**src/circle_outline_raster_macros.svh**
```systemverilog
// Assertion macros for the circle outline rasterizer.
// Included by the top level; depends on nothing else.
`ifndef CIRCLE_OUTLINE_RASTER_MACROS_SVH
`define CIRCLE_OUTLINE_RASTER_MACROS_SVH
`ifndef ASSERT_OFF
`define COR_ASSERT_IMPL(lbl, clk, rst, ante, cons, msg) \
   lbl: assert property (@(posedge clk) disable iff (rst) (ante) |-> (cons)) else $error(msg);
`define COR_ASSERT_NEXT(lbl, clk, rst, ante, cons, msg) \
   lbl: assert property (@(posedge clk) disable iff (rst) (ante) |=> (cons)) else $error(msg);
`else
`define COR_ASSERT_IMPL(lbl, clk, rst, ante, cons, msg)
`define COR_ASSERT_NEXT(lbl, clk, rst, ante, cons, msg)
`endif
`endif

```
**src/cor_pkg.sv**
```systemverilog
// Package for the circle outline rasterizer: field widths, constants and types.
// Used by circle_outline_raster; depends on nothing else.
package cor_pkg;

   localparam int CENTER_W   = 12;
   localparam int RADIUS_W   = 6;
   localparam int COLOR_W    = 32;
   localparam int DIM_W      = 13;
   localparam int ADDR_W     = 24;
   localparam int POINTS     = 8;
   localparam int POINT_W    = 3;
   localparam int CSR_DATA_W = 32;
   localparam int CSR_ADDR_W = 3;

   localparam int MAX_RADIUS_DEFAULT = 32;
   localparam int MAX_STEPS          = 40;
   localparam int STEP_W             = $clog2(MAX_STEPS + 1);

   localparam logic [DIM_W-1:0] IMAGE_WIDTH_RESET  = 13'd1024;
   localparam logic [DIM_W-1:0] IMAGE_HEIGHT_RESET = 13'd1024;

   typedef enum logic [1:0] {
      ST_IDLE,
      ST_POINT,
      ST_PRESENT
   } state_type;

   typedef enum logic [0:0] {
      REG_IMAGE_WIDTH,
      REG_IMAGE_HEIGHT
   } reg_index_type;

endpackage

```
**src/circle_outline_raster.sv**
```systemverilog
// Circle outline rasterizer top level: octant walk, shared address unit, register port.
// Depends on cor_pkg and circle_outline_raster_macros.svh.
//
// Each accepted request walks one octant of the circle from (0, r) while y >= x, for at
// most MAX_STEPS steps, and gives one transfer per step with the eight mirrored pixel
// addresses, the color, an inside-image mask and a last flag. A single multiply-add
// unit forms one address per cycle, so a step forms its eight addresses in turn in
// ST_POINT and then presents the result in ST_PRESENT until it is transferred.
// A radius r gives about 0.71*r + 1 results; a radius of 32 gives 24 results. The
// request side is stalled from acceptance until the last result is transferred.
`include "circle_outline_raster_macros.svh"

module circle_outline_raster #(
   parameter int MAX_RADIUS = cor_pkg::MAX_RADIUS_DEFAULT
) (
   input  logic                           clock,
   input  logic                           reset,
   input  logic                           req_valid,
   output logic                           req_stall,
   input  logic [cor_pkg::CENTER_W-1:0]   req_center_x,
   input  logic [cor_pkg::CENTER_W-1:0]   req_center_y,
   input  logic [cor_pkg::RADIUS_W-1:0]   req_radius,
   input  logic [cor_pkg::COLOR_W-1:0]    req_color,
   output logic                           rsp_valid,
   input  logic                           rsp_stall,
   output logic [cor_pkg::ADDR_W-1:0]     rsp_pixel_addr_0,
   output logic [cor_pkg::ADDR_W-1:0]     rsp_pixel_addr_1,
   output logic [cor_pkg::ADDR_W-1:0]     rsp_pixel_addr_2,
   output logic [cor_pkg::ADDR_W-1:0]     rsp_pixel_addr_3,
   output logic [cor_pkg::ADDR_W-1:0]     rsp_pixel_addr_4,
   output logic [cor_pkg::ADDR_W-1:0]     rsp_pixel_addr_5,
   output logic [cor_pkg::ADDR_W-1:0]     rsp_pixel_addr_6,
   output logic [cor_pkg::ADDR_W-1:0]     rsp_pixel_addr_7,
   output logic [cor_pkg::COLOR_W-1:0]    rsp_pixel_color,
   output logic [cor_pkg::POINTS-1:0]     rsp_inside_mask,
   output logic                           rsp_last_step,
   input  logic                           csr_psel,
   input  logic                           csr_penable,
   input  logic                           csr_pwrite,
   input  logic [cor_pkg::CSR_ADDR_W-1:0] csr_paddr,
   input  logic [cor_pkg::CSR_DATA_W-1:0] csr_pwdata,
   output logic [cor_pkg::CSR_DATA_W-1:0] csr_prdata,
   output logic                           csr_pready
);

   localparam int OFFSET_W = $clog2(MAX_RADIUS + 2);
   localparam int D_W      = OFFSET_W + 3;
   localparam int COORD_W  = ((cor_pkg::CENTER_W > OFFSET_W) ? cor_pkg::CENTER_W
                                                              : OFFSET_W) + 2;
   localparam int PROD_W   = COORD_W + cor_pkg::DIM_W + 1;
   localparam logic signed [D_W-1:0] D_ONE = D_W'(1);
   localparam logic signed [D_W-1:0] D_TWO = D_W'(2);

   cor_pkg::state_type state_ff, state_in;

   logic [cor_pkg::DIM_W-1:0]    width_ff, height_ff;
   logic [cor_pkg::CENTER_W-1:0] cx_ff, cy_ff;
   logic [cor_pkg::COLOR_W-1:0]  color_ff;
   logic [OFFSET_W-1:0]          r_ff, x_ff, y_ff;
   logic signed [D_W-1:0]        d_ff;
   logic [cor_pkg::POINT_W-1:0]  idx_ff;
   logic [cor_pkg::STEP_W-1:0]   step_cnt_ff;
   logic [cor_pkg::ADDR_W-1:0]   addr_ff [cor_pkg::POINTS];
   logic [cor_pkg::POINTS-1:0]   mask_ff;
   logic                         last_ff;

   logic                         req_xfer, rsp_xfer, csr_write;
   logic [OFFSET_W-1:0]          r_sat;
   logic signed [D_W-1:0]        d_init;

   logic [OFFSET_W-1:0]          col_off, row_off;
   logic signed [COORD_W-1:0]    cx_ext, cy_ext, col_off_ext, row_off_ext;
   logic signed [COORD_W-1:0]    col, row;
   logic signed [PROD_W-1:0]     row_base;
   logic [cor_pkg::ADDR_W-1:0]   addr_calc;
   logic                         inside_calc;

   logic signed [D_W-1:0]        two_x, two_y, two_ry, d_in;
   logic [OFFSET_W:0]            x_inc, y_dec, x_in, y_in;
   logic                         step_more;

   assign req_xfer  = req_valid && !req_stall;
   assign rsp_xfer  = rsp_valid && !rsp_stall;
   assign csr_write = csr_psel && csr_penable && csr_pwrite && csr_pready;
   assign csr_pready = 1'b1;

   always_comb begin
      unique case (cor_pkg::reg_index_type'(csr_paddr[2]))
         cor_pkg::REG_IMAGE_WIDTH:  csr_prdata = (cor_pkg::CSR_DATA_W)'(width_ff);
         cor_pkg::REG_IMAGE_HEIGHT: csr_prdata = (cor_pkg::CSR_DATA_W)'(height_ff);
         default:                   csr_prdata = '0;
      endcase
   end

   assign r_sat  = OFFSET_W'((32'(req_radius) > MAX_RADIUS) ? MAX_RADIUS
                                                             : 32'(req_radius));
   assign d_init = $signed({{(D_W-OFFSET_W){1'b0}}, r_sat}) - D_ONE;

   // Shared address unit: bit 0 of the point index swaps x and y, bit 1 negates the
   // column offset and bit 2 negates the row offset.
   always_comb begin
      col_off     = idx_ff[0] ? y_ff : x_ff;
      row_off     = idx_ff[0] ? x_ff : y_ff;
      cx_ext      = $signed({{(COORD_W-cor_pkg::CENTER_W){1'b0}}, cx_ff});
      cy_ext      = $signed({{(COORD_W-cor_pkg::CENTER_W){1'b0}}, cy_ff});
      col_off_ext = $signed({{(COORD_W-OFFSET_W){1'b0}}, col_off});
      row_off_ext = $signed({{(COORD_W-OFFSET_W){1'b0}}, row_off});
      col         = idx_ff[1] ? (cx_ext - col_off_ext) : (cx_ext + col_off_ext);
      row         = idx_ff[2] ? (cy_ext - row_off_ext) : (cy_ext + row_off_ext);
      row_base    = row * $signed({1'b0, width_ff});
      addr_calc   = row_base[cor_pkg::ADDR_W-1:0]
                  + {{(cor_pkg::ADDR_W-COORD_W){col[COORD_W-1]}}, col};
      inside_calc = !col[COORD_W-1] && (col < $signed({1'b0, width_ff}))
                 && !row[COORD_W-1] && (row < $signed({1'b0, height_ff}));
   end

   always_comb begin
      two_x  = $signed({{(D_W-OFFSET_W-1){1'b0}}, x_ff, 1'b0});
      two_y  = $signed({{(D_W-OFFSET_W-1){1'b0}}, y_ff, 1'b0});
      two_ry = $signed({{(D_W-OFFSET_W-1){1'b0}}, OFFSET_W'(r_ff - y_ff), 1'b0});
      x_inc  = {1'b0, x_ff} + (OFFSET_W+1)'(1);
      y_dec  = {1'b0, y_ff} - (OFFSET_W+1)'(1);
      priority if (d_ff >= two_x) begin
         d_in = d_ff - two_x - D_ONE;
         x_in = x_inc;
         y_in = {1'b0, y_ff};
      end else if (d_ff < two_ry) begin
         d_in = d_ff + two_y - D_ONE;
         x_in = {1'b0, x_ff};
         y_in = y_dec;
      end else begin
         d_in = d_ff + two_y - two_x - D_TWO;
         x_in = x_inc;
         y_in = y_dec;
      end
      step_more = ($signed(y_in) >= $signed(x_in))
               && (32'(step_cnt_ff) < cor_pkg::MAX_STEPS - 1);
   end

   always_comb begin
      state_in = state_ff;
      unique case (state_ff)
         cor_pkg::ST_IDLE: begin
            if (req_xfer) state_in = cor_pkg::ST_POINT;
         end
         cor_pkg::ST_POINT: begin
            if (idx_ff == cor_pkg::POINT_W'(cor_pkg::POINTS - 1)) begin
               state_in = cor_pkg::ST_PRESENT;
            end
         end
         cor_pkg::ST_PRESENT: begin
            if (rsp_xfer) state_in = last_ff ? cor_pkg::ST_IDLE : cor_pkg::ST_POINT;
         end
         default: state_in = cor_pkg::ST_IDLE;
      endcase
   end

   always_comb begin
      unique case (state_ff)
         cor_pkg::ST_IDLE: begin
            req_stall = 1'b0;
            rsp_valid = 1'b0;
         end
         cor_pkg::ST_POINT: begin
            req_stall = 1'b1;
            rsp_valid = 1'b0;
         end
         cor_pkg::ST_PRESENT: begin
            req_stall = 1'b1;
            rsp_valid = 1'b1;
         end
         default: begin
            req_stall = 1'b1;
            rsp_valid = 1'b0;
         end
      endcase
   end

   always_ff @(posedge clock) begin
      if (reset) begin
         state_ff    <= cor_pkg::ST_IDLE;
         width_ff    <= cor_pkg::IMAGE_WIDTH_RESET;
         height_ff   <= cor_pkg::IMAGE_HEIGHT_RESET;
         idx_ff      <= '0;
         step_cnt_ff <= '0;
         x_ff        <= '0;
         y_ff        <= '0;
         d_ff        <= '0;
         r_ff        <= '0;
      end else begin
         state_ff <= state_in;
         if (csr_write) begin
            unique case (cor_pkg::reg_index_type'(csr_paddr[2]))
               cor_pkg::REG_IMAGE_WIDTH:  width_ff  <= csr_pwdata[cor_pkg::DIM_W-1:0];
               cor_pkg::REG_IMAGE_HEIGHT: height_ff <= csr_pwdata[cor_pkg::DIM_W-1:0];
               default: ;
            endcase
         end
         if (req_xfer) begin
            r_ff        <= r_sat;
            x_ff        <= '0;
            y_ff        <= r_sat;
            d_ff        <= d_init;
            idx_ff      <= '0;
            step_cnt_ff <= '0;
         end else if (state_ff == cor_pkg::ST_POINT) begin
            idx_ff <= idx_ff + cor_pkg::POINT_W'(1);
            if (idx_ff == cor_pkg::POINT_W'(cor_pkg::POINTS - 1)) begin
               x_ff        <= x_in[OFFSET_W-1:0];
               y_ff        <= y_in[OFFSET_W-1:0];
               d_ff        <= d_in;
               step_cnt_ff <= step_cnt_ff + cor_pkg::STEP_W'(1);
            end
         end
      end
   end

   always_ff @(posedge clock) begin
      if (req_xfer) begin
         cx_ff    <= req_center_x;
         cy_ff    <= req_center_y;
         color_ff <= req_color;
      end
      if (state_ff == cor_pkg::ST_POINT) begin
         addr_ff[idx_ff] <= addr_calc;
         mask_ff[idx_ff] <= inside_calc;
         if (idx_ff == cor_pkg::POINT_W'(cor_pkg::POINTS - 1)) begin
            last_ff <= !step_more;
         end
      end
   end

   assign rsp_pixel_addr_0 = addr_ff[0];
   assign rsp_pixel_addr_1 = addr_ff[1];
   assign rsp_pixel_addr_2 = addr_ff[2];
   assign rsp_pixel_addr_3 = addr_ff[3];
   assign rsp_pixel_addr_4 = addr_ff[4];
   assign rsp_pixel_addr_5 = addr_ff[5];
   assign rsp_pixel_addr_6 = addr_ff[6];
   assign rsp_pixel_addr_7 = addr_ff[7];
   assign rsp_pixel_color  = color_ff;
   assign rsp_inside_mask  = mask_ff;
   assign rsp_last_step    = last_ff;

   `COR_ASSERT_IMPL(a_valid_only_busy, clock, reset, !req_stall, !rsp_valid, "result while idle")
   `COR_ASSERT_NEXT(a_busy_after_req, clock, reset, req_xfer, req_stall, "not busy after request")
   `COR_ASSERT_NEXT(a_idle_after_last, clock, reset, rsp_xfer && rsp_last_step, !req_stall && !rsp_valid, "not idle after last transfer")
   `COR_ASSERT_IMPL(a_step_count, clock, reset, rsp_valid, (step_cnt_ff != '0) && (32'(step_cnt_ff) <= cor_pkg::MAX_STEPS), "step count out of range")

endmodule
```
**config.mk**
```make
export PLATFORM = sky130hd
export DESIGN_NAME = circle_outline_raster
export DESIGN_NICKNAME = d
export VERILOG_FILES = /design/src/cor_pkg.sv /design/src/circle_outline_raster.sv
export VERILOG_INCLUDE_DIRS = /design/src /design/src/src
export SDC_FILE = /design/constraint.sdc
export NUM_CORES = 1
export LEC_CHECK = 0
export BUFFER_PORTS_ARGS = -buffer_cell sky130_fd_sc_hd__buf_2
export CAP_MARGIN = 20
export CORE_UTILIZATION = 30
export DETAILED_ROUTE_END_ITERATION = 12
export GPL_TIMING_DRIVEN = 0
export PLACE_DENSITY = 0.46
export RECOVER_POWER = 100
export SLEW_MARGIN = 5
export SYNTH_ARGS = -nofsm -noshare
export SYNTH_HDL_FRONTEND = slang
export SYNTH_SLANG_ARGS = --single-unit
```
**constraint.sdc**
```tcl
create_clock -name clock -period 10.59 [get_ports clock]
set_clock_uncertainty 0.2 [all_clocks]
set_input_delay 0.5295 -clock clock [delete_from_list [all_inputs] [get_ports clock]]
set_output_delay 0.5295 -clock clock [all_outputs]
set_load 0.05 [all_outputs]
```
* Yosys cells after proc, flatten, opt, wreduce, memory -nomap -nowiden *
Memories as Yosys holds them, arrays and structs flattened.
Cells that the tools add are included.

storage, ports and cells
  register bits = 129
  bits in writable memories = 192
  bits of input ports = 104
  memories = 1

operators by class
  add/sub/neg operators = 17
  $mul = 1
  $lt $le $gt $ge = 9
  equal/unequal tests = 6
  multiplexer cells = 29
  bitwise gates (word level) = 1
  reduce and logical (&&, ||, !) cells = 22

memories
  name     words  width  rd ports  clocked after Yosys merged registers in  write ports  line                         source
  addr_ff  8      24     8         0                                        1            circle_outline_raster.sv:63  logic [cor_pkg::ADDR_W-1:0] addr_ff [cor_pkg::POINTS];

operators with widths
  kind                 number
  $pmux 32 s2          1
  $mux 9               5
  $mux 6               6
  $lt 14x14->1         2
  $mux 14              2
  $add 12x6->13        2
  $sub 12x6->13        2
  $add 24x24->24       1
  $mul 14x14->24       1
  $mux 7               3
  $sub 9x2->9 const B  2
  $sub 9x8->9          2
  $sub 6x1->7 const B  2
  $add 9x8->9          1
  $ge 9x8->1           1
  $logic_and 1x1->1    9
  $lt 9x8->1           1
  $sub 9x3->9 const B  1
  $bwmux 8             1
  $reduce_and 2->1     4
  $add 6x1->7 const B  1
  $ge 7x7->1           1
  $add 6x1->6 const B  1
  $gt 6x6->1 const B   1
  other kinds (20)     32

* Longest topological paths before layout *
  depth in word-level cells = 8
  gate-level depth with buffers = 37

* Least setup slack after synthesis *
Ideal clock, no wire load.

  path type = register to register
  start point = reg idx_ff[0] (netlist name)
  end point = mem addr_ff[0][23] (netlist name) (data pin)
  data arrival time = 8.337 ns
  required time = 10.100 ns
  setup slack = 1.762 ns
  cell stages (with the launch flop) = 35
  clock period less this slack = 8.828 ns
  cells stage by stage = dfxtp_1 > clkbuf_1 > buf_1 > nand2_1 > o21ai_0 > ha_1 > inv_1 > fa_1 > nand2b_1 > a21oi_2 > o21ai_1 > and2_1 > nor3_1 > a21oi_1 > xnor2_1 > clkbuf_1 > nand2_1 > fa_1 > inv_1 > fa_1 > fa_1 > fa_1 > fa_1 > inv_1 > fa_1 > inv_1 > ha_1 > clkbuf_1 > a21o_1 > a21o_1 > a21oi_1 > nor2b_1 > a311oi_1 > xnor2_1 > xnor3_1

between the ends
  longest elaborated chain between the ends = 5

ends and longest elaborated chain
  what                                            line                          source
  from (decl)                                     circle_outline_raster.sv:61   logic [cor_pkg::POINT_W-1:0] idx_ff;
  from (signal assigned)                          circle_outline_raster.sv:207  idx_ff <= idx_ff + cor_pkg::POINT_W'(1);
  $mux 6                                          circle_outline_raster.sv:103  row_off = idx_ff[0] ? x_ff : y_ff;
  $add 12x6->13 or $sub 12x6->13 (tied branches)  circle_outline_raster.sv:109  row = idx_ff[2] ? (cy_ext - row_off_ext) : (cy_ext + row_off_ext);
  $mux 14                                         circle_outline_raster.sv:109
  $mul 14x14->24                                  circle_outline_raster.sv:110  row_base = row * $signed({1'b0, width_ff});
  $add 24x24->24 (*)                              circle_outline_raster.sv:112  + {{(cor_pkg::ADDR_W-COORD_W){col[COORD_W-1]}}, col};
  via addr_calc (one bit)                         circle_outline_raster.sv:75   logic [cor_pkg::ADDR_W-1:0] addr_calc;
  to (decl)                                       circle_outline_raster.sv:63

Mark *: on every way through the listed nets, which the timed path passes. The rest lies on a longest branch.

* Worst setup path after layout *
Ends and elaborated chain as after synthesis.

==> impl_metrics.tcl <==
set metrics [dict create \
    start_kind "register" \
    grt_max_degree 66 \
    nFillCells 7157 \
    clockBufferDepth 3 \
    antenna_cells 0 \
    avgRoutedWirePerCell_um 18.6 \
    clock-root-buffer "clkbuf_16" \
    p_clk_share_pct 33.4 \
    clkSlewWorstSetupHoldPaths_ns 0.06 \
    synth.distinct_cells 78 \
    end_kind "register" \
    design_area_sq_um 25700 \
    track_usage_pct 17.4 \
    synthMuxAreaShare_pct 0.480 \
    synth_area_sq_um 21400 \
    hold_violations 0 \
    worst-r2r-setup-slack_ns 0.58 \
    p_seq_share_pct 41.8 \
    synth_commonest_cells "inv_1 (329), edfxtp_1 (257), nand2_1 (230)" \
    switchingPower_mw 1.14 \
    start_util_pct 30.4 \
    synth-async-reset-ratio_pct 0 \
    max-cap-violations 5 \
    ys_seq_area_share_pct 42.1 \
    routed_wl_mm 63.1 \
    final_nets 2873 \
    synth.most_common_cell "inv_1" \
    htree_levels 2 \
    clock_latency_ns 0.55 \
    port_buffers 329 \
    drt_pass1_iterations 5 \
    critical_path_arrival_ns 10.05 \
    synth-xor-area-share_pct 4.29 \
    antenna_found_initial 2 \
    hold_path_class "in -> reg" \
    p_comb_share_pct 24.9 \
    syn2layout_area_growth_pct 20.4 \
    setup_violations 0 \
    synth_cells 1975 \
    post_drt_via_cell_ratio 4.52 \
    finalPower_mw 3.62 \
    yosysTopAreaCell "edfxtp_1" \
    cp-startpoint "idx_ff[0]$_SDFFE_PP0P_" \
    timing.rr.start "idx_ff[0]$_SDFFE_PP0P_" \
    synth_simple_gate_area_share_pct 11.1 \
    core_area_sq_um 70300 \
    yosysWarnings 0 \
    synthAdderAreaFrac_pct 26.0 \
    vdd_ir_drop_max_uv 115 \
    synth_top_area_share_pct 36.1 \
    period_minus_slack_ns 10.01 \
    die_h_um 269 \
    cts_tree "done" \
    hpwl_mm 50.9 \
    path_max_fanout 10 \
    ys.flop_type "edfxtp_1" \
    cpPeakStageDelay_ns 0.57 \
    gp_congestion 0.893 \
    rsz0062_at_grt "no" \
    required_ns 10.63 \
    cts_sinks 321 \
    slew_violations 125 \
    ys_seq_elements 321 \
    drtIter0Drc 788 \
    synth_compound_area_share_pct 8.29 \
    die_w_um 269 \
    violations "max-capacitance violations, max-slew violations" \
    placed_cell_area_sq_um 24500 \
    status "finished with violations" \
    drive_above_1_share_pct 7.28 \
    worstSetupEndpoint "addr_ff[0][23]$_DFFE_PP_" \
    power.density_nw_per_um2 141 \
    via_count 15360 \
    reg2reg_depth 36 \
    fmax_mhz 99.9 \
    p_int_mw 2.49 \
    period_share_pct 94.5 \
    crit_type "reg -> reg" \
    synth_top_family_by_area "adder cells" \
    tightestPinTransition_ns 2.98 \
    postRouteAntennaNets 0 \
    p_leak_nw 10.5 \
    critPathSlowestCell "xnor3_2" \
    relSlewSlack_pct -99.7 \
    avgSynthCellArea_sq_um 10.8 \
    switching_share_pct 31.4 \
    r2r_end "addr_ff[0][23]$_DFFE_PP_" \
    synth_area_leaders "edfxtp_1 (36%), fa_1 (17%), ha_1 (9.4%)" \
    die_area_sq_um 72300 \
    grt_remaining_overflow 0 \
    first_global_vias 15824 \
    row_count 97 \
    grt_first_pass_wirelength_mm 94.5 \
    drc 0 \
    cts_buffers 38 \
    num_io_pins 372 \
    synth_edf_count 257 \
]
area by class of cell:
| class | instances | area (sq um) | share of cell area, % |
|---|---|---|---|
| plain buffers | 80 | 385 | 1.50 |
| clock buffers | 51 | 1030 | 4.01 |
| clock inverters | 16 | 108 | 0.418 |
| inverters | 333 | 1260 | 4.88 |
| multi-input cells | 1259 | 10800 | 42.1 |
| flip-flops and latches | 321 | 9000 | 35.0 |
| well taps | 940 | 1180 | 4.57 |
| repair buffers | 399 | 1930 | 7.51 |
what timing repair did:
| item | in CTS | in global routing |
|---|---|---|
| resized for setup | 8 | 5 |
| endpoints found under the setup margin | 8 | 8 |
| pin swaps | 0 | 0 |
| setup buffers | 0 | 0 |
| endpoints found under the hold margin | 54 | 0 |
| hold buffers | 54 | 0 |
how the worst min path moves through the flow:
stage          cells past startpoint  slack (ns)                         to                 start
6_report                           3        0.06  height_ff[6]$_SDFFE_PP0P_         csr_pwdata[6]
5_1_grt                            3        0.04   width_ff[7]$_SDFFE_PP0P_         csr_pwdata[7]
4_1_cts                            1      0.0008         cx_ff[9]$_DFFE_PP_       req_center_x[9]
3_5_place_dp                       2        0.26       r_ff[2]$_SDFFE_PP0P_  r_ff[2]$_SDFFE_PP0P_
3_3_place_gp                       2        0.26       r_ff[2]$_SDFFE_PP0P_  r_ff[2]$_SDFFE_PP0P_
2_1_floorplan                      2        0.24       r_ff[2]$_SDFFE_PP0P_  r_ff[2]$_SDFFE_PP0P_
layout by cell type, fill, tap and decap left out, types with 24 or more instances in the layout:
| cell type | n |
|---|---|
| buf_2 | 78 |
| nand2_1 | 230 |
| dfxtp_1 | 64 |
| o21ai_0 | 57 |
| and2_1 | 59 |
| inv_1 | 329 |
| nor2_1 | 95 |
| ha_1 | 160 |
| edfxtp_1 | 257 |
| fa_1 | 177 |
| clkbuf_1 | 333 |
| nand2b_1 | 24 |
| xnor2_1 | 80 |
| dlygate4sd3_1 | 54 |
| a21oi_1 | 104 |
| clkbuf_16 | 39 |
layer usage:
layer  part of all wire, %  GRT usage (%)  vias up
li1                      -              -     7374
met1                    44           22.0     7491
met2                    49           30.4      397
met3                   4.6           2.37       98
met4                   3.2           5.62        0
met5                     0              0        -
metrics by stage:
stage | std cells | util (%) | setup TNS (ns) | hold WS, ns | setup WS (ns)
6_report | 3399 | 36.6 | 0 | 0.0554 | 0.577
5_1_grt | 3399 | 36.6 | 0 | 0.0403 | 0.0340
4_1_cts | 3398 | 37.4 | 0 | 0.000758 | 0.0775
3_5_place_dp | 3277 | 34.9 | -3.34 | 0.256 | -0.418
2_1_floorplan | 1993 | - | 0 | 0.241 | 1.76
3_3_place_gp | 3262 | 34.5 | -2.40 | 0.257 | -0.300
sequential cells by signal, summed over array words and instances, names as in the netlist:
signal           flops
addr_ff            192
cx_ff               12
cy_ff               12
d_ff                 9
height_ff           13
idx_ff               3
r_ff                 6
rsp_inside_mask      8
rsp_last_step        1
rsp_pixel_color     32
state_ff             2
step_cnt_ff          6
width_ff            13
x_ff                 6
y_ff                 6
power by group through the flow:
stage / combinational (mW) / sequential (mW) / clock, mW
5_1_grt: 1.01 / 1.52 / 1.29
4_1_cts: 0.933 / 1.51 / 1.24
6_report: 0.901 / 1.51 / 1.21
3_5_place_dp: 0.912 / 1.54 / 0
2_1_floorplan: 0.556 / 1.62 / 0
3_3_place_gp: 0.892 / 1.54 / 0
cells by family (layout without fill, tap and decap cells):
group | after synthesis | in the layout
mux | 10 | 10
compound gates | 282 | 282
xor+xnor | 103 | 103
buf+inv | 413 | 879
simple gates | 507 | 507
flops | 321 | 321
other cells | 2 | 20
fa+ha+maj | 337 | 337
worst max-delay path: cells and delay by family, from the launching register on:
| kind | cells | cell delay (ns) |
|---|---|---|
| fa+ha+maj | 9 | 3.98 |
| compound gates | 9 | 2.20 |
| simple gates | 5 | 0.88 |
| buf+inv | 10 | 1.08 |
| flops | 1 | 0.32 |
| xor+xnor | 3 | 0.98 |
Power figures use the tool's default switching activity.
